<file path="src/sv/bbp_pkg.sv">
// ----------------------------------------------------------------------------
// bbp_pkg - shared types and constants for the bearing unit
// word layout passed along the degree cell chain, special case codes and the
// tangent constants for each whole degree
// ----------------------------------------------------------------------------
package bbp_pkg;

  localparam int COORD_W = 16;
  localparam int DIFF_W  = COORD_W + 1;
  localparam int MAG_W   = COORD_W;
  localparam int HEAD_W  = 9;
  localparam int DEGM_W  = HEAD_W - 1;
  localparam int NUM_DEG = 44;
  localparam int CNT_W   = 6;
  localparam int FRAC_W  = 48;
  localparam int HALF_W  = FRAC_W / 2;
  localparam int PROD_W  = MAG_W + HALF_W;

  localparam logic [DEGM_W-1:0] DEG_ZERO     = 8'd0;
  localparam logic [DEGM_W-1:0] DEG_DIAG     = 8'd45;
  localparam logic [DEGM_W-1:0] DEG_OCT_TOP  = 8'd89;
  localparam logic [DEGM_W-1:0] DEG_RIGHT    = 8'd90;
  localparam logic [DEGM_W-1:0] DEG_BACK_TOP = 8'd179;
  localparam logic [DEGM_W-1:0] DEG_HALF     = 8'd180;

  localparam real PI_R       = 3.14159265358979323846;
  localparam real FRAC_SCALE = 2.0 ** FRAC_W;

  typedef enum logic [2:0] {
    KIND_ZERO,
    KIND_VERT,
    KIND_AXIS,
    KIND_DIAG,
    KIND_OCT
  } bbp_kind_t;

  typedef struct packed {
    bbp_kind_t kind;
    logic      neg_x;
    logic      neg_y;
    logic      swap;
  } bbp_side_t;

  typedef struct packed {
    bbp_side_t          side;
    logic [MAG_W-1:0]   num;
    logic [MAG_W-1:0]   den;
    logic [CNT_W-1:0]   cnt;
    logic               alive;
  } bbp_word_t;

  // tan of a whole degree as an unsigned fraction with FRAC_W bits
  function automatic logic [FRAC_W-1:0] tan_q(input int deg);
    real ang;
    real scaled;
    ang    = real'(deg) * PI_R / 180.0;
    scaled = $tan(ang) * FRAC_SCALE;
    return FRAC_W'(longint'(scaled));
  endfunction

endpackage

</file>
<file path="src/sv/bbp_back.sv">
// ----------------------------------------------------------------------------
// bbp_back - bearing assembly and output register
// turns the degree count and case code into the signed bearing and holds it
// for the consumer, the chain advances whenever this register can move
// ----------------------------------------------------------------------------
module bbp_back (
  input  logic                              clk,
  input  logic                              rst_n,
  input  logic                              valid_i,
  input  bbp_pkg::bbp_word_t                word_i,
  output logic                              adv,
  output logic                              out_valid,
  input  logic                              out_stall,
  output logic signed [bbp_pkg::HEAD_W-1:0] out_heading_deg
);
  import bbp_pkg::*;

  logic [DEGM_W-1:0]        u;
  logic [DEGM_W-1:0]        mag;
  logic                     exact;
  logic                     neg;
  logic signed [HEAD_W-1:0] heading_nxt;
  logic signed [HEAD_W-1:0] heading_r;
  logic                     out_valid_r;

  assign adv = !out_valid_r || !out_stall;

  always_comb begin
    u     = DEG_ZERO;
    exact = 1'b0;
    case (word_i.side.kind)
      KIND_AXIS: begin
        u     = DEG_RIGHT;
        exact = 1'b1;
      end
      KIND_DIAG: begin
        u     = DEG_DIAG;
        exact = 1'b1;
      end
      KIND_OCT: begin
        u = word_i.side.swap ? DEG_OCT_TOP - DEGM_W'(word_i.cnt) : DEGM_W'(word_i.cnt);
      end
      default: begin
        u = DEG_ZERO;
      end
    endcase
  end

  always_comb begin
    neg = 1'b0;
    case (word_i.side.kind)
      KIND_ZERO: begin
        mag = DEG_RIGHT;
      end
      KIND_VERT: begin
        mag = word_i.side.neg_y ? DEG_HALF : DEG_ZERO;
      end
      KIND_AXIS, KIND_DIAG, KIND_OCT: begin
        neg = word_i.side.neg_x;
        if (!word_i.side.neg_y) begin
          mag = u;
        end else if (exact) begin
          mag = DEG_HALF - u;
        end else begin
          mag = DEG_BACK_TOP - u;
        end
      end
      default: begin
        mag = DEG_ZERO;
      end
    endcase
    heading_nxt = neg ? -$signed({1'b0, mag}) : $signed({1'b0, mag});
  end

  always_ff @(posedge clk) begin
    if (!rst_n) begin
      out_valid_r <= 1'b0;
    end else if (adv) begin
      out_valid_r <= valid_i;
    end
  end

  always_ff @(posedge clk) begin
    if (adv) begin
      heading_r <= heading_nxt;
    end
  end

  assign out_valid       = out_valid_r;
  assign out_heading_deg = heading_r;

endmodule

</file>
<file path="config.mk">
export PLATFORM = sky130hd
export DESIGN_NAME = bbp_back
export DESIGN_NICKNAME = d
export VERILOG_FILES = /design/src/sv/bbp_pkg.sv /design/src/sv/bbp_back.sv
export SDC_FILE = /design/constraint.sdc
export NUM_CORES = 1
export LEC_CHECK = 0
export BUFFER_PORTS_ARGS = -buffer_cell sky130_fd_sc_hd__clkbuf_2
export CAP_MARGIN = 20
export CORE_ASPECT_RATIO = 0.9
export CORE_MARGIN = 8
export CORE_UTILIZATION = 35
export CTS_CLUSTER_DIAMETER = 200
export CTS_CLUSTER_SIZE = 40
export DETAILED_ROUTE_END_ITERATION = 8
export GPL_TIMING_DRIVEN = 0
export MAX_ROUTING_LAYER = met4
export PLACE_DENSITY = 0.66
export SKIP_CTS_REPAIR_TIMING = 1
export SLEW_MARGIN = 0
export SYNTH_ARGS = -nofsm -noshare
export SYNTH_HDL_FRONTEND = slang
export SYNTH_SLANG_ARGS = --single-unit
</file>
<file path="constraint.sdc">
create_clock -name clk -period 5.8 [get_ports clk]
set_input_delay 0.29 -clock clk [delete_from_list [all_inputs] [get_ports clk]]
set_output_delay 0.29 -clock clk [all_outputs]
set_load 0.005 [all_outputs]
</file>
== Word level (Yosys, flattened, before mapping) ==
Index checks and enable logic that the tools add are counted.

* Bits in writable memories: 0
* Bits in registers: 10
* ROM bits: 0
* Bits in latches: 0
* Output and inout bits: 11
* Memories: 0

* $add $sub $neg: 4
* Reductions and logical operators: 6
* Bitwise operators: 0
* Equal/unequal tests: 4
* Shift operators: 0
* Multipliers: 0
* Div/mod/pow operators: 0
* $lt $le $gt $ge: 0
* Muxes and demuxes: 9

{| class="wikitable"
|+ Operators by type and width
! kind !! number
|-
| 8-bit case mux with 3 select lines || 2
|-
| 8-bit 2-to-1 mux || 5
|-
| 8-bit subtractor (first input constant) || 2
|-
| 8-bit negation with 9-bit output || 1
|-
| 7-bit by 6-bit subtractor with 8-bit output (first input constant) || 1
|-
| 3-bit by 2-bit equality test with 1-bit output (second input constant) || 2
|-
| 3-bit by 1-bit equality test with 1-bit output (second input constant) || 1
|-
| 3-bit equality test (second input constant) || 1
|-
| 3-bit zero test || 1
|-
| 3-bit OR reduction || 1
|-
| 1-bit zero test || 2
|-
| 1-bit 2-to-1 mux || 2
|-
| 2-bit OR reduction || 1
|-
| 1-bit logical OR || 1
|}

== Longest topological paths before layout ==
Gate-level depths: netlist of run 1.

* Depth in word-level cells: 9
* Mapped depth: 14
* Mapped depth without buffers: 13

== Least setup slack after synthesis of run 1 ==
OpenSTA, ideal clock, no wires.

* Kind: in2reg
* Start: in word_i[2] in the netlist's numbering
* End: reg heading_r[7] (netlist: out_heading_deg[7]) (data pin)
* Data arrival time: 2.340 ns
* Stages: 13
* Slack: 3.186 ns
* Path buffers: 0
* Cells stage by stage: inv_1 ha_1 mux2_1 a21oi_1 inv_1 ha_1 a21boi_0 a221oi_1 a41o_1 a21oi_4 and3_1 a31oi_2 xnor2_1

* Cells in the longest elaborated chain, start to end: 9

{| class="wikitable"
|+ Ends and longest elaborated chain
! item !! RTL line !! RTL
|-
| from (decl) || bbp_back.sv:10 || <nowiki>input bbp_pkg::bbp_word_t word_i,</nowiki>
|-
| 7-bit by 6-bit subtractor with 8-bit output || bbp_back.sv:41 || <nowiki>u = word_i.side.swap ? DEG_OCT_TOP - DEGM_W'(word_i.cnt) : DEGM_W'(word_i.cnt);</nowiki>
|-
| 8-bit 2-to-1 mux (*) || bbp_back.sv:41 ||
|-
| 8-bit case mux with 3 select lines (*) || bbp_back.sv:31 || <nowiki>case (word_i.side.kind)</nowiki>
|-
| 8-bit subtractor, on equally long branches || bbp_back.sv:65, bbp_back.sv:63 ||
|-
| 8-bit 2-to-1 mux || bbp_back.sv:62 || <nowiki>end else if (exact) begin</nowiki>
|-
| 8-bit 2-to-1 mux (*) || bbp_back.sv:60 || <nowiki>if (!word_i.side.neg_y) begin</nowiki>
|-
| 8-bit case mux with 3 select lines (*) || bbp_back.sv:51 || <nowiki>case (word_i.side.kind)</nowiki>
|-
| 8-bit negation with 9-bit output || bbp_back.sv:72 || <nowiki>heading_nxt = neg ? -$signed({1'b0, mag}) : $signed({1'b0, mag});</nowiki>
|-
| 8-bit 2-to-1 mux (*) || bbp_back.sv:72 ||
|-
| net heading_nxt[7] || bbp_back.sv:22 || <nowiki>logic signed [HEAD_W-1:0] heading_nxt;</nowiki>
|-
| to (signal assigned) || bbp_back.sv:85 || <nowiki>heading_r <= heading_nxt;</nowiki>
|-
| to (decl) || bbp_back.sv:23 || <nowiki>logic signed [HEAD_W-1:0] heading_r;</nowiki>
|}

Mark *: on every way through the listed nets, which the timed path passes. The rest lies on a longest branch.
A chain may end at the register's enable or synchronous reset.

== Worst setup path in the final report of run 1 ==
Same ends and word-level chain as after synthesis.

==> results of run 1 <==
-- layer usage --
metal	share of wire, %	vias up	GRT usage, %
met5	0	-	-
met2	51	27	17.3
li1	-	485	-
met1	43	442	9.31
met4	0.87	0	2.93
met3	5.2	2	1.16
-- layout make-up --
class | instances | area, um^2
Clock buffer | 4 | 36.3
Tap cell | 42 | 52.6
Inverter | 7 | 26.3
Timing Repair Buffer | 25 | 125
Sequential cell | 10 | 290
Multi-Input combinational cell | 92 | 713
Buffer | 7 | 43.8
Fill cell | 320 | 1710
-- through the flow --
stage	cell area, um^2	instances	utilization (%)
4_1_cts	1290	187	43.0
3_5_place_dp	1250	183	41.8
6_report	1290	187	43.0
3_3_place_gp	1250	183	41.8
2_1_floorplan	1070	116	-
5_1_grt	1290	187	43.0
-- cell families after synthesis --
logic type	after synthesis	share of synthesized area, %
AO/OA/AOI/OAI	40	29.0
AND/OR/NAND/NOR	35	20.2
multiplexers	1	1.05
XOR/XNOR	11	10.4
adder cells (fa/ha/maj)	5	5.83
flip-flops	10	27.0
buffers and inverters	14	6.53
-- state kept, by name (all words and copies together), names as in the netlist --
signal / count
out_heading_deg: 9
out_valid: 1
-- worst max-delay path, delay by kind of cell --
kind | cells | cell delay [ns]
compound gates | 6 | 0.98
xor+xnor | 1 | 0.13
fa+ha+maj | 2 | 0.49
buf+inv | 3 | 0.26
mux | 1 | 0.34
simple gates | 1 | 0.22
-- cell usage after synthesis, types with 2 or more instances --
cell	n
a21o_1	2
edfxtp_1	9
nand4b_1	2
buf_2	5
nor2_1	5
inv_1	7
nand2b_1	5
and2_1	4
o21ai_0	2
xnor2_2	2
a31oi_1	4
o21ai_2	2
ha_1	5
and3_1	2
a21boi_1	2
o21bai_1	2
a21oi_1	9
nor3b_1	2
nor2b_1	6
nand2_1	5
xnor2_1	6
xor2_1	3
o311ai_1	2
-- final timing paths --
| path | startpoint | endpoint | slack [ns] | cells after the start |
|---|---|---|---|---|
| setup reg to reg | out_valid | out_heading_deg[4] | 4.88 | 1 |
| hold / removal | rst_n | out_valid | 0.25 | 2 |
| setup / recovery | word_i[2] | out_heading_deg[7] | 3.06 | 14 |
| hold reg to reg | out_valid | out_valid | 0.54 | 2 |
-- power by group --
group / internal, uW / switching, uW
sequential: 90.0 / 2.39
combinational: 39.2 / 44.6
clock: 38.0 / 20.7
total: 167 / 67.7
==> flow_metrics.tcl, run 1 <==
set metrics [dict create \
    hold_path_class "in2reg" \
    leakage_uw 0.000579 \
    clock_sinks 10 \
    finalMaxSlewViolations 0 \
    maxCapViolCount 0 \
    synth.distinct_cells 46 \
    yosysTopAreaCell "edfxtp_1" \
    cp-end-kind "register" \
    drtIter0Drc 22 \
    grt.total_usage_pct 9.02 \
    cp.arrival_ns 2.72 \
    cts_root_buf "clkbuf_4" \
    worst_slack_ns 3.06 \
    synth_edf_count 9 \
    io_buffers 25 \
    insertion_delay_ns 0.25 \
    layout_commonest_cell "clkbuf_2" \
    first_global_vias 871 \
    clk_path_buf_depth 2 \
    io_pins 60 \
    post-place-ws_ns 2.80 \
    grt_remaining_overflow 0 \
    nets 200 \
    cts_tree "done" \
    final_cell_mix "25 x clkbuf_2, 9 x a21oi_1, 9 x edfxtp_1" \
    drtPass1Iterations 5 \
    dieArea_um2 5100 \
    routedWlPerCell_um 12.3 \
    syn_avg_cell_area_um2 9.25 \
    worstPathRequired_ns 5.79 \
    hold_ws_ns 0.249 \
    num_vias 956 \
    wirelength_um 2300 \
    synth_nets 170 \
    rsz0062_at_grt "no" \
    finalCritPeriodShare_pct 47.2 \
    dieHeight_um 68.5 \
    synth-seq-area-share_pct 27.0 \
    syn_to_final_growth_pct 19.9 \
    critPathKind "in2reg" \
    relSlewSlack_pct 55.7 \
    viasPerCell 5.11 \
    cp-start-kind "input pin" \
    skew_ns 0.000598 \
    grt_pass1_wl_um 3540 \
    clk_pin_slew_ns 0.06 \
    synth_top_area_share_pct 25.2 \
    dp_hpwl_um 1990 \
    tns_ns 0 \
    cts_buffers 3 \
    drc 0 \
    htree_num_levels 1 \
    outcome "finished, final reports clean" \
    synth.area.top_cells "edfxtp_1 25%, ha_1 5.8%, xnor2_1 4.9%" \
    netlist_instances 116 \
    synth-seq-cells 10 \
    path_max_fanout 5 \
    num_rows 19 \
    finalPower_uw 235 \
    path_cells "clkbuf_2 > inv_1 > ha_1 > mux2_1 > a21oi_1 > inv_1 > ha_1 > a21boi_0 > a221oi_1 > a41o_1 > a21oi_4 > and3_1 > a31oi_2 > xnor2_1" \
    hold_viol 0 \
    ys_warn_count 0 \
    synth_area_um2 1070 \
    fp.dieW_um 74.4 \
    ir_worst_vdd_v 0.0000485 \
    worst_slew_pin_slew_ns 0.657 \
    max_stage_delay_ns 0.34 \
    crit_slowest_cell "mux2_1" \
    grt_max_degree 11 \
    fmax_mhz 366 \
    power.density_nw_per_um2 182 \
    ys_async_sr_fraction_pct 0 \
    antenna_left 0 \
    core-area_um2 3000 \
    synthFlopType "edfxtp_1" \
    min_period_ns 2.74 \
    initial_utilization_pct 35.8 \
    setup-violations-final 0 \
    gp_congestion 0.805 \
    diodes 0 \
    drive_above_1_share_pct 31.0 \
    antenna_found_initial 0 \
]
No activity file was read; power rests on OpenSTA's default activity.
==> inputs of run 2 (changes only) <==
Settings changed: PLACE_DENSITY 0.66 to 0.68.
Clock period 5.8 ns to 2.46 ns, I/O delays scaled along.
==> run 2 against run 1 <==
Compared with the run above: combinational power grew to 2.5 times the previous value; die area unchanged; clock power increased by 88%; critical path depth stayed put; sequential cell count is the same; hold slack worse by 0.17 ns; power rose by 130%; sequential power up 140%; largest power group unchanged; highest routed layer is now met3.
==> flow_metrics.tcl, run 2 (same netlist as run 1, synthesis figures left out) <==
set metrics [dict create \
    cp-endpoint "out_heading_deg[7]" \
    hold_viol 0 \
    hold_path_class "in2reg" \
    setup-violations-final 0 \
    cts_root_buf "clkbuf_4" \
    r2r_end "out_heading_deg[5]" \
    clk_pin_slew_ns 0.06 \
    largest_reg_flops 9 \
    cpMostUsedCell "inv_1" \
    finalCritPeriodShare_pct 95.9 \
    power.density_nw_per_um2 408 \
    worstPathRequired_ns 2.45 \
    grt_pass1_wl_um 3840 \
    combPwrFrac_pct 39.3 \
    seq_power_share_pct 40.3 \
    postLayoutCoreUtil_pct 44.2 \
    ir_worst_vdd_v 0.0000979 \
    dp.cells 183 \
    intPower_uw 378 \
    p_sw_share_pct 30.1 \
    drive_above_1_share_pct 35.6 \
    relSlewSlack_pct 57.5 \
    drtIter0Drc 20 \
    cts_buffers 3 \
    grt.total_usage_pct 9.64 \
    htree_num_levels 1 \
    io_buffers 25 \
    finalPower_uw 541 \
    antenna_found_initial 0 \
    fin_area_um2 1320 \
    min_period_ns 2.36 \
    max_stage_delay_ns 0.29 \
    skew_ns 0.00245 \
    rr_worst_depth 1 \
    gp_congestion 0.808 \
    cp-start-kind "input pin" \
    wirelength_um 2420 \
    grt_max_degree 11 \
    dp_hpwl_um 2000 \
    cp-end-kind "register" \
    fmax_mhz 424 \
    cp.arrival_ns 2.34 \
    cts_tree "done" \
    finalMaxSlewViolations 0 \
    maxCapViolCount 0 \
    worst_slew_pin_slew_ns 0.629 \
    initial_utilization_pct 35.8 \
    clk_path_buf_depth 2 \
    clock_sinks 10 \
    syn_to_final_growth_pct 23.3 \
    antenna_left 0 \
    insertion_delay_ns 0.25 \
    switching_power_uw 163 \
    outcome "finished, final reports clean" \
    fp.dieW_um 74.4 \
    nets 204 \
    final_cell_mix "24 x clkbuf_2, 9 x edfxtp_1, 8 x a21oi_1" \
    p_clk_share_pct 20.4 \
    num_rows 19 \
    path_max_fanout 5 \
    dieArea_um2 5100 \
    first_global_vias 947 \
    routedWlPerCell_um 12.6 \
    instances_no_fill 191 \
    worstReg2RegStart "out_valid" \
    grt_remaining_overflow 0 \
    critPathLaunch "word_i[2]" \
    num_vias 974 \
    layout_commonest_cell "clkbuf_2" \
    critPathKind "in2reg" \
    placed_cell_area_um2 1250 \
    regToRegSetupSlack_ns 1.50 \
    crit_slowest_cell "mux2_2" \
    leakage_uw 0.000591 \
    diodes 0 \
    io_pins 60 \
    drtPass1Iterations 4 \
    dieHeight_um 68.5 \
    path_cells "buf_2 > inv_1 > ha_2 > mux2_2 > a21oi_2 > inv_1 > ha_1 > a21boi_1 > a221oi_1 > a41o_1 > a21oi_4 > and3_4 > a31oi_2 > xnor2_1" \
    drc 0 \
    core-area_um2 3000 \
    viasPerCell 5.10 \
]
-- run 2: critical path: cells and delay by family --
| family | cells | cell delay, ns |
|---|---|---|
| compound gates | 6 | 0.86 |
| fa+ha+maj | 2 | 0.46 |
| mux | 1 | 0.29 |
| buf+inv | 3 | 0.27 |
| simple gates | 1 | 0.21 |
| xor+xnor | 1 | 0.13 |
-- run 2: how the worst min path moves through the flow --
stage	start	endpoint	slack [ns]	depth (start not counted)
detailed placement	rst_n	out_valid	0.34	2
global route	rst_n	out_valid	0.10	2
floorplan	rst_n	out_valid	0.25	1
CTS	rst_n	out_valid	0.07	2
finish	rst_n	out_valid	0.08	2
global placement	rst_n	out_valid	0.34	2
-- run 2: power groups by stage --
stage	clock, uW	combinational (uW)	sequential, uW
2_1_floorplan	0	130	225
3_3_place_gp	0	192	221
6_report	110	213	218
3_5_place_dp	0	199	222
4_1_cts	115	200	218
5_1_grt	122	235	220
-- run 2: metal layers --
layer  global-route usage, %  part of all wire (%)
met2                    18.8                    50
met4                    3.66                     0
met1                    9.54                    44
met5                       -                     0
met3                    1.16                   6.3
-- run 2: stage by stage --
stage	setup slack (ns)	setup TNS [ns]	hold slack (ns)
final	0.101	0	0.0780
after global routing	-0.00166	-0.00166	0.104
after CTS	-0.126	-0.202	0.0742
after detailed placement	-0.394	-1.39	0.342
after global placement	-0.319	-1.11	0.340
after floorplan	0.0129	0	0.251
-- run 2: cell type report --
cell class                 count  area, um^2
buffer                         7        46.3
clock buffer                   4        26.3
fill                         304        1670
inverter                       7        26.3
multi-input combinational     92         727
sequential                    10         290
tap                           42        52.6
timing repair buffer          29         155
==> inputs of run 3 (changes only) <==
Settings changed: CORE_UTILIZATION 35 to 30, MAX_ROUTING_LAYER met4 to not set, PLACE_DENSITY 0.68 to not set.
==> run 3 against run 2 <==
Compared with the run above: register-to-register slack hardly changed; routed wire length up 3.9%; combinational power is essentially flat; global-route usage fell by 1.1 points; power increased by 9.9%; sequential cell count is the same; maximum frequency fell by 0.38%; final cell count grew 0.52%; final area increased by 1.8%; via count down 1.8%; setup slack got worse by 0.0090 ns; critical path type unchanged; largest power group unchanged.
==> flow_metrics.tcl, run 3 (same netlist as run 1, synthesis figures left out) <==
set metrics [dict create \
    htree_num_levels 1 \
    clk_pin_slew_ns 0.04 \
    cts_tree "done" \
    largest_reg_flops 9 \
    seq_area_um2 290 \
    io_pins 60 \
    dp_hpwl_um 2000 \
    post-place-ws_ns -0.396 \
    nets 203 \
    routedWlPerCell_um 13.1 \
    clk_path_buf_depth 2 \
    gp_congestion 0.808 \
    layout_commonest_cell "clkbuf_2" \
    drive_above_1_share_pct 37.2 \
    finalCritPeriodShare_pct 96.3 \
    num_rows 20 \
    fill_cells 356 \
    io_buffers 25 \
    relSlewSlack_pct 52.0 \
    num_vias 956 \
    final_cell_mix "24 x clkbuf_2, 9 x edfxtp_1, 8 x a21oi_1" \
    hold_viol 0 \
    multi_input_area_um2 734 \
    core-area_um2 3400 \
    setup-violations-final 0 \
    first_global_vias 920 \
    dieHeight_um 72.8 \
    outcome "finished, final reports clean" \
    fmax_mhz 422 \
    drtIter0Drc 40 \
    worst_slew_pin_slew_ns 0.711 \
    path_max_fanout 5 \
    fp.dieW_um 79.1 \
    worstPathRequired_ns 2.41 \
    worst_slack_ns 0.0921 \
    grt_pass1_wl_um 4030 \
    cp-start-kind "input pin" \
    antenna_found_initial 0 \
    clock_sinks 10 \
    insertion_delay_ns 0.23 \
    dieArea_um2 5750 \
    drc 0 \
    drtPass1Iterations 4 \
    rsz0062_at_grt "yes" \
    finalMaxSlewViolations 0 \
    maxCapViolCount 0 \
    hold_path_class "in2reg" \
    power.density_nw_per_um2 441 \
    skew_ns 0.00184 \
    syn_to_final_growth_pct 25.5 \
    min_period_ns 2.37 \
    antenna_left 0 \
    cp-end-kind "register" \
    viasPerCell 4.98 \
    cp.arrival_ns 2.32 \
    cts_buffers 3 \
    critPathKind "in2reg" \
    diodes 0 \
    tns_ns 0 \
    initial_utilization_pct 31.5 \
    wirelength_um 2510 \
    leakage_uw 0.000599 \
    grt_max_degree 11 \
    ir_worst_vdd_v 0.000128 \
    grt_remaining_overflow 0 \
    grt.total_usage_pct 8.52 \
    cts_root_buf "clkbuf_8" \
]
==> run 3: cell types whose count changed in the layout (fill, tap and decap cells not counted), sizes merged <==
cell and change:
clkbuf -1, clkinv +1, buf -1
==> run 3: layout make-up <==
class / instances / area share (%)
multi-input cells: 92 / 54.5
flip-flops and latches: 10 / 21.5
repair buffers: 28 / 11.1
well taps: 44 / 4.09
plain buffers: 7 / 3.44
clock buffers: 3 / 3.06
inverters: 7 / 1.95
clock inverters: 1 / 0.279
==> run 3: routing by layer <==
layer  track usage [%]  vias up  wire length [um]
met5                 0        -                 0
li1                  -      491                 -
met2              13.4       26              1140
met3              3.69        2               229
met1              9.64      437              1120
met4              4.11        0                11
==> run 3: through the flow <==
step           util (%)  total power [uW]  cells  cell area [um^2]  hold slack, ns
5_1_grt            39.6               634    192              1350           0.139
3_3_place_gp       36.8               414    185              1250           0.341
3_5_place_dp       36.8               421    185              1250           0.372
4_1_cts            38.2               589    189              1300           0.132
6_report           39.6               594    192              1350           0.123
2_1_floorplan         -               355    116              1070           0.251
==> run 3: critical path: stages <==
cell,delay (ns)
buf_4,0.14
inv_2,0.05
ha_2,0.27
mux2_4,0.27
a21oi_2,0.15
ha_1,0.24
nand2b_1,0.14
o311ai_1,0.09
o211ai_1,0.19
nor2b_1,0.20
and3_4,0.22
a31oi_2,0.10
xnor2_1,0.14
==> run 3: worst paths after layout <==
path | slack [ns] | to | start | depth (start not counted)
hold / removal | 0.12 | out_valid | rst_n | 2
setup / recovery | 0.09 | out_heading_deg[7] | word_i[2] | 13
hold reg to reg | 0.54 | out_valid | out_valid | 2
setup reg to reg | 1.51 | out_heading_deg[2] | out_valid | 1
==> run 3: report_power, final <==
group          leakage (uW)  total [uW]  switching, uW  internal (uW)
registers          0.000107         218           5.45            213
clock network     0.0000231         164           55.1            109
logic              0.000469         212            110            102
