--- config.mk ---
export PLATFORM = sky130hd
export DESIGN_NAME = bbp_cell
export DESIGN_NICKNAME = d
export VERILOG_FILES = /design/src/sv/bbp_pkg.sv /design/src/sv/bbp_cell.sv
export SDC_FILE = /design/constraint.sdc
export NUM_CORES = 1
export LEC_CHECK = 0
export BUFFER_PORTS_ARGS = -buffer_cell sky130_fd_sc_hd__buf_2
export CAP_MARGIN = 40
export CORE_ASPECT_RATIO = 1.4
export CORE_MARGIN = 5
export CORE_UTILIZATION = 30
export DETAILED_ROUTE_END_ITERATION = 10
export SLEW_MARGIN = 15
export SYNTH_ARGS = -nofsm -noshare
export SYNTH_HDL_FRONTEND = slang
export SYNTH_SLANG_ARGS = --single-unit
--- constraint.sdc ---
create_clock -name clk -period 8.1 [get_ports clk]
set_input_delay 1.62 -clock clk [delete_from_list [all_inputs] [get_ports clk]]
set_output_delay 1.62 -clock clk [all_outputs]
set_load 0.005 [all_outputs]
--- src/sv/bbp_pkg.sv ---
// ----------------------------------------------------------------------------
// bbp_pkg - shared types and constants for the bearing unit
// word layout passed along the degree cell chain, special case codes and the
// tangent constants for each whole degree
// ----------------------------------------------------------------------------
package bbp_pkg;

  localparam int COORD_W = 16;
  localparam int DIFF_W  = COORD_W + 1;
  localparam int MAG_W   = COORD_W;
  localparam int HEAD_W  = 9;
  localparam int DEGM_W  = HEAD_W - 1;
  localparam int NUM_DEG = 44;
  localparam int CNT_W   = 6;
  localparam int FRAC_W  = 48;
  localparam int HALF_W  = FRAC_W / 2;
  localparam int PROD_W  = MAG_W + HALF_W;

  localparam logic [DEGM_W-1:0] DEG_ZERO     = 8'd0;
  localparam logic [DEGM_W-1:0] DEG_DIAG     = 8'd45;
  localparam logic [DEGM_W-1:0] DEG_OCT_TOP  = 8'd89;
  localparam logic [DEGM_W-1:0] DEG_RIGHT    = 8'd90;
  localparam logic [DEGM_W-1:0] DEG_BACK_TOP = 8'd179;
  localparam logic [DEGM_W-1:0] DEG_HALF     = 8'd180;

  localparam real PI_R       = 3.14159265358979323846;
  localparam real FRAC_SCALE = 2.0 ** FRAC_W;

  typedef enum logic [2:0] {
    KIND_ZERO,
    KIND_VERT,
    KIND_AXIS,
    KIND_DIAG,
    KIND_OCT
  } bbp_kind_t;

  typedef struct packed {
    bbp_kind_t kind;
    logic      neg_x;
    logic      neg_y;
    logic      swap;
  } bbp_side_t;

  typedef struct packed {
    bbp_side_t          side;
    logic [MAG_W-1:0]   num;
    logic [MAG_W-1:0]   den;
    logic [CNT_W-1:0]   cnt;
    logic               alive;
  } bbp_word_t;

  // tan of a whole degree as an unsigned fraction with FRAC_W bits
  function automatic logic [FRAC_W-1:0] tan_q(input int deg);
    real ang;
    real scaled;
    ang    = real'(deg) * PI_R / 180.0;
    scaled = $tan(ang) * FRAC_SCALE;
    return FRAC_W'(longint'(scaled));
  endfunction

endpackage

--- src/sv/bbp_cell.sv ---
// ----------------------------------------------------------------------------
// bbp_cell - one whole degree of the octant search
// decides num/den > tan(DEG) exactly with a split constant product over two
// register stages and bumps the running degree count while it holds
// ----------------------------------------------------------------------------
module bbp_cell #(
  parameter int DEG = 1
) (
  input  logic               clk,
  input  logic               rst_n,
  input  logic               en,
  input  logic               valid_i,
  input  bbp_pkg::bbp_word_t word_i,
  output logic               valid_o,
  output bbp_pkg::bbp_word_t word_o
);
  import bbp_pkg::*;

  localparam logic [FRAC_W-1:0] TAN_Q  = tan_q(DEG);
  localparam logic [HALF_W-1:0] TAN_HI = TAN_Q[FRAC_W-1:HALF_W];
  localparam logic [HALF_W-1:0] TAN_LO = TAN_Q[HALF_W-1:0];

  logic              valid_a_r;
  logic              valid_b_r;
  bbp_word_t         word_a_r;
  bbp_word_t         word_b_r;
  bbp_word_t         word_b_nxt;
  logic [PROD_W-1:0] lo_a_r;
  logic [PROD_W-1:0] lo_a_nxt;
  logic [PROD_W-1:0] hi_prod;
  logic [PROD_W:0]   rhs;
  logic [PROD_W:0]   lhs;
  logic              above;

  // low half of den * tan first, its carry part joins the high half next
  assign lo_a_nxt = PROD_W'(word_i.den) * PROD_W'(TAN_LO);

  assign hi_prod = PROD_W'(word_a_r.den) * PROD_W'(TAN_HI);
  assign rhs     = (PROD_W+1)'(hi_prod) + (PROD_W+1)'(lo_a_r[PROD_W-1:HALF_W]);
  assign lhs     = {1'b0, word_a_r.num, {HALF_W{1'b0}}};
  assign above   = lhs > rhs;

  always_comb begin
    word_b_nxt = word_a_r;
    if (word_a_r.alive && above) begin
      word_b_nxt.cnt = word_a_r.cnt + CNT_W'(1);
    end else begin
      word_b_nxt.alive = 1'b0;
    end
  end

  always_ff @(posedge clk) begin
    if (!rst_n) begin
      valid_a_r <= 1'b0;
      valid_b_r <= 1'b0;
    end else if (en) begin
      valid_a_r <= valid_i;
      valid_b_r <= valid_a_r;
    end
  end

  always_ff @(posedge clk) begin
    if (en) begin
      word_a_r <= word_i;
      lo_a_r   <= lo_a_nxt;
      word_b_r <= word_b_nxt;
    end
  end

  assign valid_o = valid_b_r;
  assign word_o  = word_b_r;

endmodule

Yosys cells after proc, flatten, opt, wreduce, memory -nomap -nowiden
Cells that the tools add are included.
- bits in registers: 131
- bits in latches: 0
- bits in writable memories: 0
- bits in read-only memories: 0
- input bits: 49
- output and inout port bits: 46
- logic and storage cells: 26
- memories kept: 0
- $add $sub $neg: 2
- multipliers: 2
- divide/modulo/power cells: 0
- $lt $le $gt $ge: 1
- eq/ne operators: 0
- shifts and indexed selects: 0
- multiplexer cells: 1
- bitwise gates (word level): 0
- reduce and logical (&&, ||, !) cells: 1
- operator list (operator ; count):
    $gt A40 B36 Y1 ; 1
    $mul A16 B23 Y39 const B ; 1
    $add A35 B15 Y36 ; 1
    $mul A16 B19 Y35 const B ; 1
    $add A6 B1 Y6 const B ; 1
    $mux W6 ; 1
    $logic_and A1 B1 Y1 ; 1

Logic depth before layout (Yosys ltp)
Gate-level depths: netlist (run 1).
- word-level depth: 5
- gate-level depth with buffers: 32
- gate-level depth less buffers: 31

Least setup slack after synthesis (run 1)
OpenSTA, ideal clock, no wires.
- path kind: register to register
- from: register word_a_r[20] (netlist name)
- to: register word_b_r, in the netlist word_o[2] (data pin)
- data arrival time: 8.236 ns
- setup slack: -0.396 ns
- stages on the path, launching flop included: 31
- path buffers: 0
- period minus slack after synthesis: 8.496 ns
- path through: edfxtp_1 > fa_1 > inv_1 > fa_1 > inv_1 > fa_1 > fa_1 > fa_1 > inv_1 > fa_1 > inv_1 > ha_1 > a21o_1 > a221o_1 > a31oi_1 > a21oi_1 > o211ai_1 > nand2_1 > a21o_1 > a21oi_1 > xor2_1 > ha_1 > nand4_1 > a2111oi_0 > nand4_1 > a2111oi_2 > o2111ai_1 > a2111oi_2 > nand4_2 > nand2_2 > mux2_4
- RTL lines (what ; line ; text):
    start, declared ; bbp_cell.sv:25 ; bbp_word_t word_a_r;
    start signal, assigned ; bbp_cell.sv:64 ; word_a_r <= word_i;
    end signal, assigned ; bbp_cell.sv:66 ; word_b_r <= word_b_nxt;
    end, declared ; bbp_cell.sv:26 ; bbp_word_t word_b_r;

==> results of run 1 <==
sequential cells by signal, indices dropped and copies added, names as in the netlist:
name       flops
word_o        45
word_a_r      29
lhs           16
lo_a_r        15
valid_a_r      1
valid_o        1
worst paths after layout:
check,start,endpoint,slack (ns),depth (start not counted)
worst max-delay path,word_a_r[22]$_DFFE_PP_,word_o[2]$_DFFE_PP_,-0.06,31
worst min-delay path,word_a_r[43]$_DFFE_PP_,word_o[43]$_DFFE_PP_,0.42,0
worst max register to register,word_a_r[22]$_DFFE_PP_,word_o[2]$_DFFE_PP_,-0.06,31
worst min register to register,word_a_r[43]$_DFFE_PP_,word_o[43]$_DFFE_PP_,0.42,0
worst register-to-register path: cells and delay by family, from the launching register on:
family	cells	cell delay, ns
buffers and inverters	5	0.38
AO/OA/AOI/OAI	10	2.02
flip-flops	1	0.43
XOR/XNOR	1	0.08
multiplexers	1	0.30
adder cells (fa/ha/maj)	8	3.63
AND/OR/NAND/NOR	6	1.07
cell type report:
cell class,count,area [um^2]
fillers,4654,30100
multi-input cells,829,10100
flip-flops and latches,107,3190
repair buffers,217,1420
inverters,346,1300
well taps,624,781
clock buffers,9,225
clock inverters,7,123
per-layer routing:
| layer | track usage | share of wire |
|---|---|---|
| met5 | 0 | 0 |
| met4 | 0.0395 | 0.027 |
| met3 | 0.0139 | 0.026 |
| met2 | 0.247 | 0.53 |
| met1 | 0.148 | 0.41 |
through the flow:
step,setup TNS (ns),utilization,cells,hold slack (ns),worst slack (ns)
after floorplan,0,-,1284,0.400,0.0224
after global placement,-1.14,0.349,2112,0.400,-0.241
after detailed placement,-2.57,0.349,2112,0.410,-0.445
after CTS,-0.199,0.361,2135,0.425,-0.112
after global routing,-2.53,0.363,2139,0.438,-0.443
final,-0.0617,0.363,2139,0.422,-0.0617
placed cells by master, fill, tap and decap left out, types with 18 or more instances in the layout:
master    synthesis  layout
nor2_1           24      21
a21oi_1          46      37
nand2_1          20      18
fa_1            190     181
buf_4             0     118
xnor2_1          24      24
buf_2             0      93
ha_1            304     295
o21ai_0          25      22
edfxtp_1        105     105
a21o_1           27      27
inv_1           346     338
kinds of logic (layout without fill, tap and decap cells):
group | Yosys count | after routing
adders and majority gates | 494 | 494
DFF | 107 | 107
and+or+nand+nor | 118 | 118
muxes | 4 | 4
AOI/OAI and AO/OA | 175 | 175
buffers and inverters | 348 | 579
xor gates and xnor gates | 38 | 38
repair_timing:
item / 4_1_cts / 5_1_grt
pin swaps: 36 / 9
setup endpoints to repair: 7 / 7
resized for setup: 41 / 14
buffers inserted: 7 / 4
==> metrics.md, run 1 <==
| Metric | Value |
|---|---|
| Largest family of logic cells by synthesized area | `adder cells` |
| Most frequent cell after synthesis | `inv_1` |
| # port buffers | `94` |
| Final setup vio count | `1` |
| Routed length per instance | `15.5 um` |
| Remaining DRCs | `0` |
| CTS buffer count | `9` |
| Adder and majority cell fraction of the synthesized area | `0.530` |
| Max Cap Viol | `0` |
| Worst setup EP type | `register` |
| Via count | `a little under 10000` |
| Hold Crit Class | `register to register` |
| XOR/XNOR share of the synthesized area | `0.0232` |
| Status | `finished, violations left` |
| Initial core utilization | `0.304` |
| Cell variety after synth | `64` |
| Critical path startpoint category | `register` |
| H-tree levels | `3` |
| Unrepaired setup endpoints after global routing | `true` |
| Max-slew headroom | `0.526` |
| Area leader, netlist | `fa_1` |
| Ys Warns | `0` |
| Worst path arrival time | `8.27 ns` |
| Cells after synthesis | `1284` |
| Clk buf depth | `2` |
| F_max | `123 MHz` |
| Placed inst area | `~16000 um^2` |
| Critical path's slowest cell | `fa_2` |
| Fin. max-slew vios | `0` |
| DRT Pass-1 Iters | `4` |
| Number of global-route vias before repair | `10700` |
| Final period utilization | `1.01` |
| Clk slew on worst S/H paths | `0.07 ns` |
| Die width | `195 um` |
| Post-route ant nets | `0` |
| CP Max Fanout | `2` |
| Largest net degree at the start of global routing | `61` |
| #FFs+latches synth | `roughly 110` |
| CP required | `between 8 and 9 ns` |
| Core ar. | `approximately 47000 um^2` |
| Die Ht | `between 200 and 300 um` |
| Mean Syn Cell Area | `roughly 11 um^2` |
| Mean number of vias per cell | `4.54` |
| Setup Crit Path Kind | `register to register` |
| Initial antenna violation count | `0` |
| Most frequent cells after synthesis | `346 x inv_1, 304 x ha_1, 190 x fa_1` |
| Post-synth ARST share | `0` |
| Num ports | `95` |
| Share of the synthesized area in the top cell type | `0.265` |
| Global-route wire length before repair | `roughly 54000 um` |
| Critical path's top delay family | `adder cells` |
| Antenna Cells | `0` |
| Final Hold Viols | `0` |
| CTS Sinks | `roughly 110` |
| CP bufs+invs | `5` |
| Seq/Total Area, Yosys | `0.223` |
| Cell area after layout | `~17000 um^2` |
| Fin nets | `between 2000 and 2500` |
| Crit-path most repeated cell | `fa_1` |
| Simple-gate area share of the yosys netlist | `0.0448` |
| Mux cell area share after synthesis | `0.00314` |
| Netlist Area Pre-Place | `~14000 um^2` |
| Hold buffers post-CTS | `0` |
| CTS tree | `built` |
| Max incr delay on CP | `0.60 ns` |
| Site Rows | `94` |
| Failing checks | `negative setup slack` |
| Area grow syn2layout | `19.3%` |
| Worst-margin pin slew | `about 0.71 ns` |
| Root Buffer | `clkbuf_16` |
| GRT Total Usage | `0.128` |
| DIE AREA | `52300 um^2` |
| Layout Skew | `0.00676 ns` |
| Synth Area in Compound Gates | `0.0845` |
| Number of enable flip-flop cells after synthesis | `between 100 and 150` |
| Setup ws final | `-0.0617 ns` |
| Syn Nets | `~1800` |
| Worst-skew pair later-pin latency | `around 0.36 ns` |
| Detailed Place HPWL | `approximately 29000 um` |
| Top cells by area, synth | `fa_1 27%, ha_1 27%, edfxtp_1 22%, inv_1 9.1%, a21oi_1 1.6%` |
| Placer congestion estimate | `~0.89` |
| Post-route minimum period | `8.16 ns` |
| Initial DRC Count | `between 200 and 300` |
| Share of cells above drive strength 1 | `0.197` |
| Grt ovf | `0` |
| Top_reg_cell synth | `edfxtp_1` |
| Total wire length | `33100 um` |
Power of run 1 is left out: the tool's default activity adds up to more than one toggle a clock period on the data nets, which glitch-free logic cannot reach.
==> run 2, diff against run 1 <==
--- a/config.mk
+++ b/config.mk
@@ -7,7 +7,7 @@
 export LEC_CHECK = 0
 export BUFFER_PORTS_ARGS = -buffer_cell sky130_fd_sc_hd__buf_2
 export CAP_MARGIN = 40
-export CORE_ASPECT_RATIO = 1.4
+export CORE_ASPECT_RATIO = 2
 export CORE_MARGIN = 5
 export CORE_UTILIZATION = 30
 export DETAILED_ROUTE_END_ITERATION = 10
==> metrics.md, run 2 (synthesis results as in run 1) <==
| Metric | Value |
|---|---|
| CP Max Fanout | `4 (was 2)` |
| CTS Sinks | `107 (unchanged)` |
| DIE AREA | `52500 um^2 (was 52300 um^2)` |
| Via count | `9983 (was 9720)` |
| Number of global-route vias before repair | `11300 (was 10700)` |
| CP required | `8.23 ns (was 8.21 ns)` |
| F_max | `121 MHz (was 123 MHz)` |
| Status | `finished, violations left (unchanged)` |
| Placer congestion estimate | `0.950 (was 0.891)` |
| Die width | `165 um (was 195 um)` |
| Worst setup EP type | `register (unchanged)` |
| H-tree levels | `3 (unchanged)` |
| Global-route wire length before repair | `57800 um (was 53700 um)` |
| Clk buf depth | `2 (unchanged)` |
| # port buffers | `94 (unchanged)` |
| Total wire length | `36100 um (was 33100 um)` |
| Worst-margin pin slew | `0.623 ns (was 0.711 ns)` |
| Die Ht | `319 um (was 269 um)` |
| Site Rows | `113 (was 94)` |
| Fin nets | `2079 (was 2053)` |
| Most frequent cells in the layout | `335 x inv_1, 293 x ha_1, 181 x fa_1 (was 338 x inv_1, 295 x ha_1, 181 x fa_1)` |
| Final period utilization | `1.02 (was 1.01)` |
| Unrepaired setup endpoints after global routing | `true (unchanged)` |
| Final setup vio count | `7 (was 1)` |
| Post-route ant nets | `0 (unchanged)` |
| Non-filler cells, final | `2174 (was 2139)` |
| Remaining DRCs | `0 (unchanged)` |
| Worst-skew pair later-pin latency | `0.38 ns (was 0.36 ns)` |
| Cell area after layout | `17300 um^2 (was 17100 um^2)` |
| Detailed Place HPWL | `31800 um (was 28800 um)` |
| Crit-path most repeated cell | `fa_1 (unchanged)` |
| Max reg flops | `45 (unchanged)` |
| Fin. max-slew vios | `0 (unchanged)` |
| Root Buffer | `clkbuf_16 (unchanged)` |
| CTS tree | `built (unchanged)` |
| Fillers | `4673 (was 4654)` |
| Final Hold Viols | `0 (unchanged)` |
| Max-slew headroom | `0.580 (was 0.526)` |
| Critical path's slowest cell | `fa_2 (unchanged)` |
| Initial core utilization | `0.303 (was 0.304)` |
| Hold Crit Class | `register to register (unchanged)` |
| Failing checks | `negative setup slack (unchanged)` |
| Clk slew on worst S/H paths | `0.08 ns (was 0.07 ns)` |
| Fin Setup TNS | `-0.753 ns (was -0.0617 ns)` |
| Critical path startpoint category | `register (unchanged)` |
| Layout Skew | `0.0119 ns (was 0.00676 ns)` |
| GRT Total Usage | `0.144 (was 0.128)` |
| Cell count after placement | `2141 (was 2112)` |
| Grt ovf | `0 (unchanged)` |
| Initial antenna violation count | `1 (was 0)` |
| Routed length per instance | `16.6 um (was 15.5 um)` |
| Max Cap Viol | `0 (unchanged)` |
| CTS buffer count | `9 (unchanged)` |
| Area grow syn2layout | `20.9% (was 19.3%)` |
| Initial DRC Count | `341 (was 285)` |
| Commonest non-fill, non-tap cell in the layout | `inv_1 (unchanged)` |
| Placed inst area | `16600 um^2 (was 16500 um^2)` |
| DRT Pass-1 Iters | `4 (unchanged)` |
| Share of cells above drive strength 1 | `0.214 (was 0.197)` |
| Setup Crit Path Kind | `register to register (unchanged)` |
| R2R depth | `33 (was 31)` |
| Core ar. | `47400 um^2 (was 47200 um^2)` |
| Hold path cells | `0 (unchanged)` |
| Max incr delay on CP | `0.63 ns (was 0.60 ns)` |
| Setup ws final | `-0.185 ns (was -0.0617 ns)` |
| Num ports | `95 (unchanged)` |
| Mean number of vias per cell | `4.59 (was 4.54)` |
| Largest net degree at the start of global routing | `62 (was 61)` |
| Post-route minimum period | `8.29 ns (was 8.16 ns)` |
| Place WS | `-0.526 ns (was -0.445 ns)` |
| Worst path arrival time | `8.42 ns (was 8.27 ns)` |
==> run 2: cell count changes in the layout (fill, tap and decap cells not counted), sizes merged, moves of 2 or more <==
cell / before / now
buf: 217 / 243
inv: 348 / 350
clkinv: 2 / 0
bufinv: 3 / 0
clkbuf: 9 / 11
==> run 2: cell type report <==
class                   count  area [um^2]  share of cell area
multi-input cells         829        10100               0.584
flip-flops and latches    107         3190               0.184
repair buffers            243         1620              0.0934
inverters                 346         1300              0.0751
well taps                 632          791              0.0456
clock buffers              11          243              0.0140
clock inverters             5         52.6             0.00303
diodes                      1         2.50            0.000144
==> run 2: per-layer routing <==
layer,vias to the layer above,global-route usage,share of wire
met1,4884,0.130,0.33
met4,0,0.0923,0.076
met3,117,0.0198,0.030
met5,-,0,0
met2,224,0.285,0.57
li1,4758,-,-
==> run 2: final timing paths <==
check / to / slack (ns) / start
setup / recovery: word_o[2]$_DFFE_PP_ / -0.19 / word_a_r[11]$_DFFE_PP_
hold / removal: word_o[39]$_DFFE_PP_ / 0.43 / word_a_r[39]$_DFFE_PP_
setup reg to reg: word_o[2]$_DFFE_PP_ / -0.19 / word_a_r[11]$_DFFE_PP_
hold reg to reg: word_o[39]$_DFFE_PP_ / 0.43 / word_a_r[39]$_DFFE_PP_
==> run 2: timing repair <==
action,in CTS,in global routing
buffers inserted,11,5
pin swaps,31,12
resized for setup,39,23
hold buffers,0,0
cloned,0,0
endpoints found under the setup margin,7,7
==> run 2: per-stage QoR <==
step | util | hold slack, ns
after floorplan | - | 0.400
after global placement | 0.351 | 0.407
after detailed placement | 0.351 | 0.408
after CTS | 0.363 | 0.435
after global routing | 0.366 | 0.440
final | 0.366 | 0.429
==> run 2: critical path, delay by kind of cell (launching register included) <==
family | cells | cell delay [ns]
fa+ha+maj | 8 | 3.75
compound gates | 9 | 1.56
simple gates | 7 | 1.22
buf+inv | 8 | 0.79
flops | 1 | 0.43
mux | 1 | 0.30
Power of run 2 is left out for the same reason.
==> run 3, diff against run 2 <==
--- a/config.mk
+++ b/config.mk
@@ -10,7 +10,9 @@
 export CORE_ASPECT_RATIO = 2
 export CORE_MARGIN = 5
 export CORE_UTILIZATION = 30
+export CTS_BUF_LIST = sky130_fd_sc_hd__clkbuf_4 sky130_fd_sc_hd__clkbuf_8
 export DETAILED_ROUTE_END_ITERATION = 10
+export SETUP_SLACK_MARGIN = 0.2
 export SLEW_MARGIN = 15
 export SYNTH_ARGS = -nofsm -noshare
 export SYNTH_HDL_FRONTEND = slang
==> metrics.md, run 3 (synthesis results as in run 1) <==
| Metric | Value |
|---|---|
| Status | `finished, violations left (unchanged)` |
| Failing checks | `negative setup slack (unchanged)` |
| F_max | `122 MHz (was 121 MHz)` |
| Grt ovf | `0 (unchanged)` |
| Fin. max-slew vios | `0 (unchanged)` |
| Placer congestion estimate | `0.921 (was 0.950)` |
| Critical path startpoint category | `register (unchanged)` |
| CP Max Fanout | `2 (was 4)` |
| H-tree levels | `3 (unchanged)` |
| R2R setup slack | `-0.08 ns (was -0.19 ns)` |
| Site Rows | `113 (unchanged)` |
| Crit-path most repeated cell | `fa_1 (unchanged)` |
| # port buffers | `94 (unchanged)` |
| Initial core utilization | `0.303 (unchanged)` |
| Commonest non-fill, non-tap cell in the layout | `inv_1 (unchanged)` |
| Post-route minimum period | `8.18 ns (was 8.29 ns)` |
| Worst-skew pair later-pin latency | `0.45 ns (was 0.38 ns)` |
| Final setup vio count | `4 (was 7)` |
| Die width | `165 um (unchanged)` |
| Setup ws final | `-0.0811 ns (was -0.185 ns)` |
| Max incr delay on CP | `0.60 ns (was 0.63 ns)` |
| Max Cap Viol | `0 (unchanged)` |
| Setup Crit Path Kind | `register to register (unchanged)` |
| CTS tree | `built (unchanged)` |
| Cell area after layout | `17200 um^2 (was 17300 um^2)` |
| Area grow syn2layout | `19.7% (was 20.9%)` |
| CTS Sinks | `107 (unchanged)` |
| Worst path arrival time | `8.37 ns (was 8.42 ns)` |
| Core ar. | `47400 um^2 (unchanged)` |
| Critical path's slowest cell | `fa_2 (unchanged)` |
| Via count | `9895 (was 9983)` |
| Fin nets | `2060 (was 2079)` |
| Fillers | `4646 (was 4673)` |
| Detailed Place HPWL | `32000 um (was 31800 um)` |
| Global-route wire length before repair | `57200 um (was 57800 um)` |
| Clk buf depth | `2 (unchanged)` |
| Min-Delay Startpoint | `word_a_r[44]$_DFFE_PP_ (was word_a_r[39]$_DFFE_PP_)` |
| Reg-to-reg startpoint | `word_a_r[20]$_DFFE_PP_ (was word_a_r[11]$_DFFE_PP_)` |
| Mean number of vias per cell | `4.59 (about the same)` |
| Antenna Cells | `0 (was 1)` |
| Total wire length | `36400 um (was 36100 um)` |
| Worst setup EP type | `register (unchanged)` |
| Placed inst area | `16600 um^2 (about the same)` |
| Remaining DRCs | `0 (unchanged)` |
| GRT Total Usage | `0.142 (was 0.144)` |
| Root Buffer | `clkbuf_8 (was clkbuf_16)` |
| Unrepaired setup endpoints after global routing | `true (unchanged)` |
| Hold Crit Class | `register to register (unchanged)` |
| Multi-input gate area | `10200 um^2 (was 10100 um^2)` |
| Worst-margin pin slew | `0.768 ns (was 0.623 ns)` |
| Max reg flops | `45 (unchanged)` |
| Layout Skew | `0.0244 ns (was 0.0119 ns)` |
| CP required | `8.29 ns (was 8.23 ns)` |
| CTS buffer count | `9 (unchanged)` |
| Sequential cell area | `3190 um^2 (unchanged)` |
| Most frequent cells in the layout | `329 x inv_1, 292 x ha_1, 177 x fa_1 (was 335 x inv_1, 293 x ha_1, 181 x fa_1)` |
| Final Hold Viols | `0 (unchanged)` |
| Die Ht | `319 um (unchanged)` |
| Number of global-route vias before repair | `11100 (was 11300)` |
| Critical Path Source | `word_a_r[20]$_DFFE_PP_ (was word_a_r[11]$_DFFE_PP_)` |
| Initial DRC Count | `265 (was 341)` |
| Clk slew on worst S/H paths | `0.13 ns (was 0.08 ns)` |
| Hold WS | `0.435 ns (was 0.429 ns)` |
| DRT Pass-1 Iters | `6 (was 4)` |
| Largest net degree at the start of global routing | `64 (was 62)` |
| Share of cells above drive strength 1 | `0.218 (was 0.214)` |
| Routed length per instance | `16.9 um (was 16.6 um)` |
| Initial antenna violation count | `0 (was 1)` |
| DIE AREA | `52500 um^2 (unchanged)` |
| Num ports | `95 (unchanged)` |
| Max-slew headroom | `0.488 (was 0.580)` |
| Final period utilization | `1.01 (was 1.02)` |
| Post-route ant nets | `0 (unchanged)` |
## run 3: worst max-delay path, delay by kind of cell (launching register included)
| family | cells | cell delay, ns |
|---|---|---|
| DFF | 1 | 0.45 |
| muxes | 1 | 0.30 |
| adders and majority gates | 8 | 3.55 |
| AOI/OAI and AO/OA | 9 | 1.81 |
| and+or+nand+nor | 7 | 1.27 |
| buffers and inverters | 4 | 0.30 |
| xor gates and xnor gates | 2 | 0.25 |
## run 3: final timing paths
| kind | end | cells after the start |
|---|---|---|
| max | word_o[2]$_DFFE_PP_ | 31 |
| min | word_o[44]$_DFFE_PP_ | 0 |
| max reg2reg | word_o[2]$_DFFE_PP_ | 31 |
| min reg2reg | word_o[44]$_DFFE_PP_ | 0 |
## run 3: stage by stage
stage,worst slack (ns),std cells,setup TNS [ns],utilization
floorplan,0.206,1284,0,-
global placement,-0.0491,2126,-0.0556,0.350
detailed placement,-0.231,2126,-1.07,0.350
CTS,-0.230,2150,-1.00,0.357
global route,-0.394,2154,-2.27,0.362
finish,-0.0811,2154,-0.132,0.362
## run 3: area by class of cell
| cell class | count | area share |
|---|---|---|
| multi-input combinational | 829 | 0.595 |
| timing repair buffer | 224 | 0.0849 |
| sequential | 107 | 0.186 |
| tap | 632 | 0.0461 |
| clock buffer | 9 | 0.00722 |
| inverter | 346 | 0.0757 |
| clock inverter | 7 | 0.00474 |
## run 3: timing repair
item | 4_1_cts | 5_1_grt
resized for setup | 16 | 46
pin swaps | 25 | 29
setup buffers | 8 | 4
hold buffers | 0 | 0
endpoints found under the setup margin | 7 | 7
## run 3: metal layers
layer / track usage / routed length [um]
met1: 0.137 / 12200
met2: 0.280 / 20600
met3: 0.0164 / 1070
met4: 0.0842 / 2510
met5: 0 / 0
Power of run 3 is left out for the same reason.
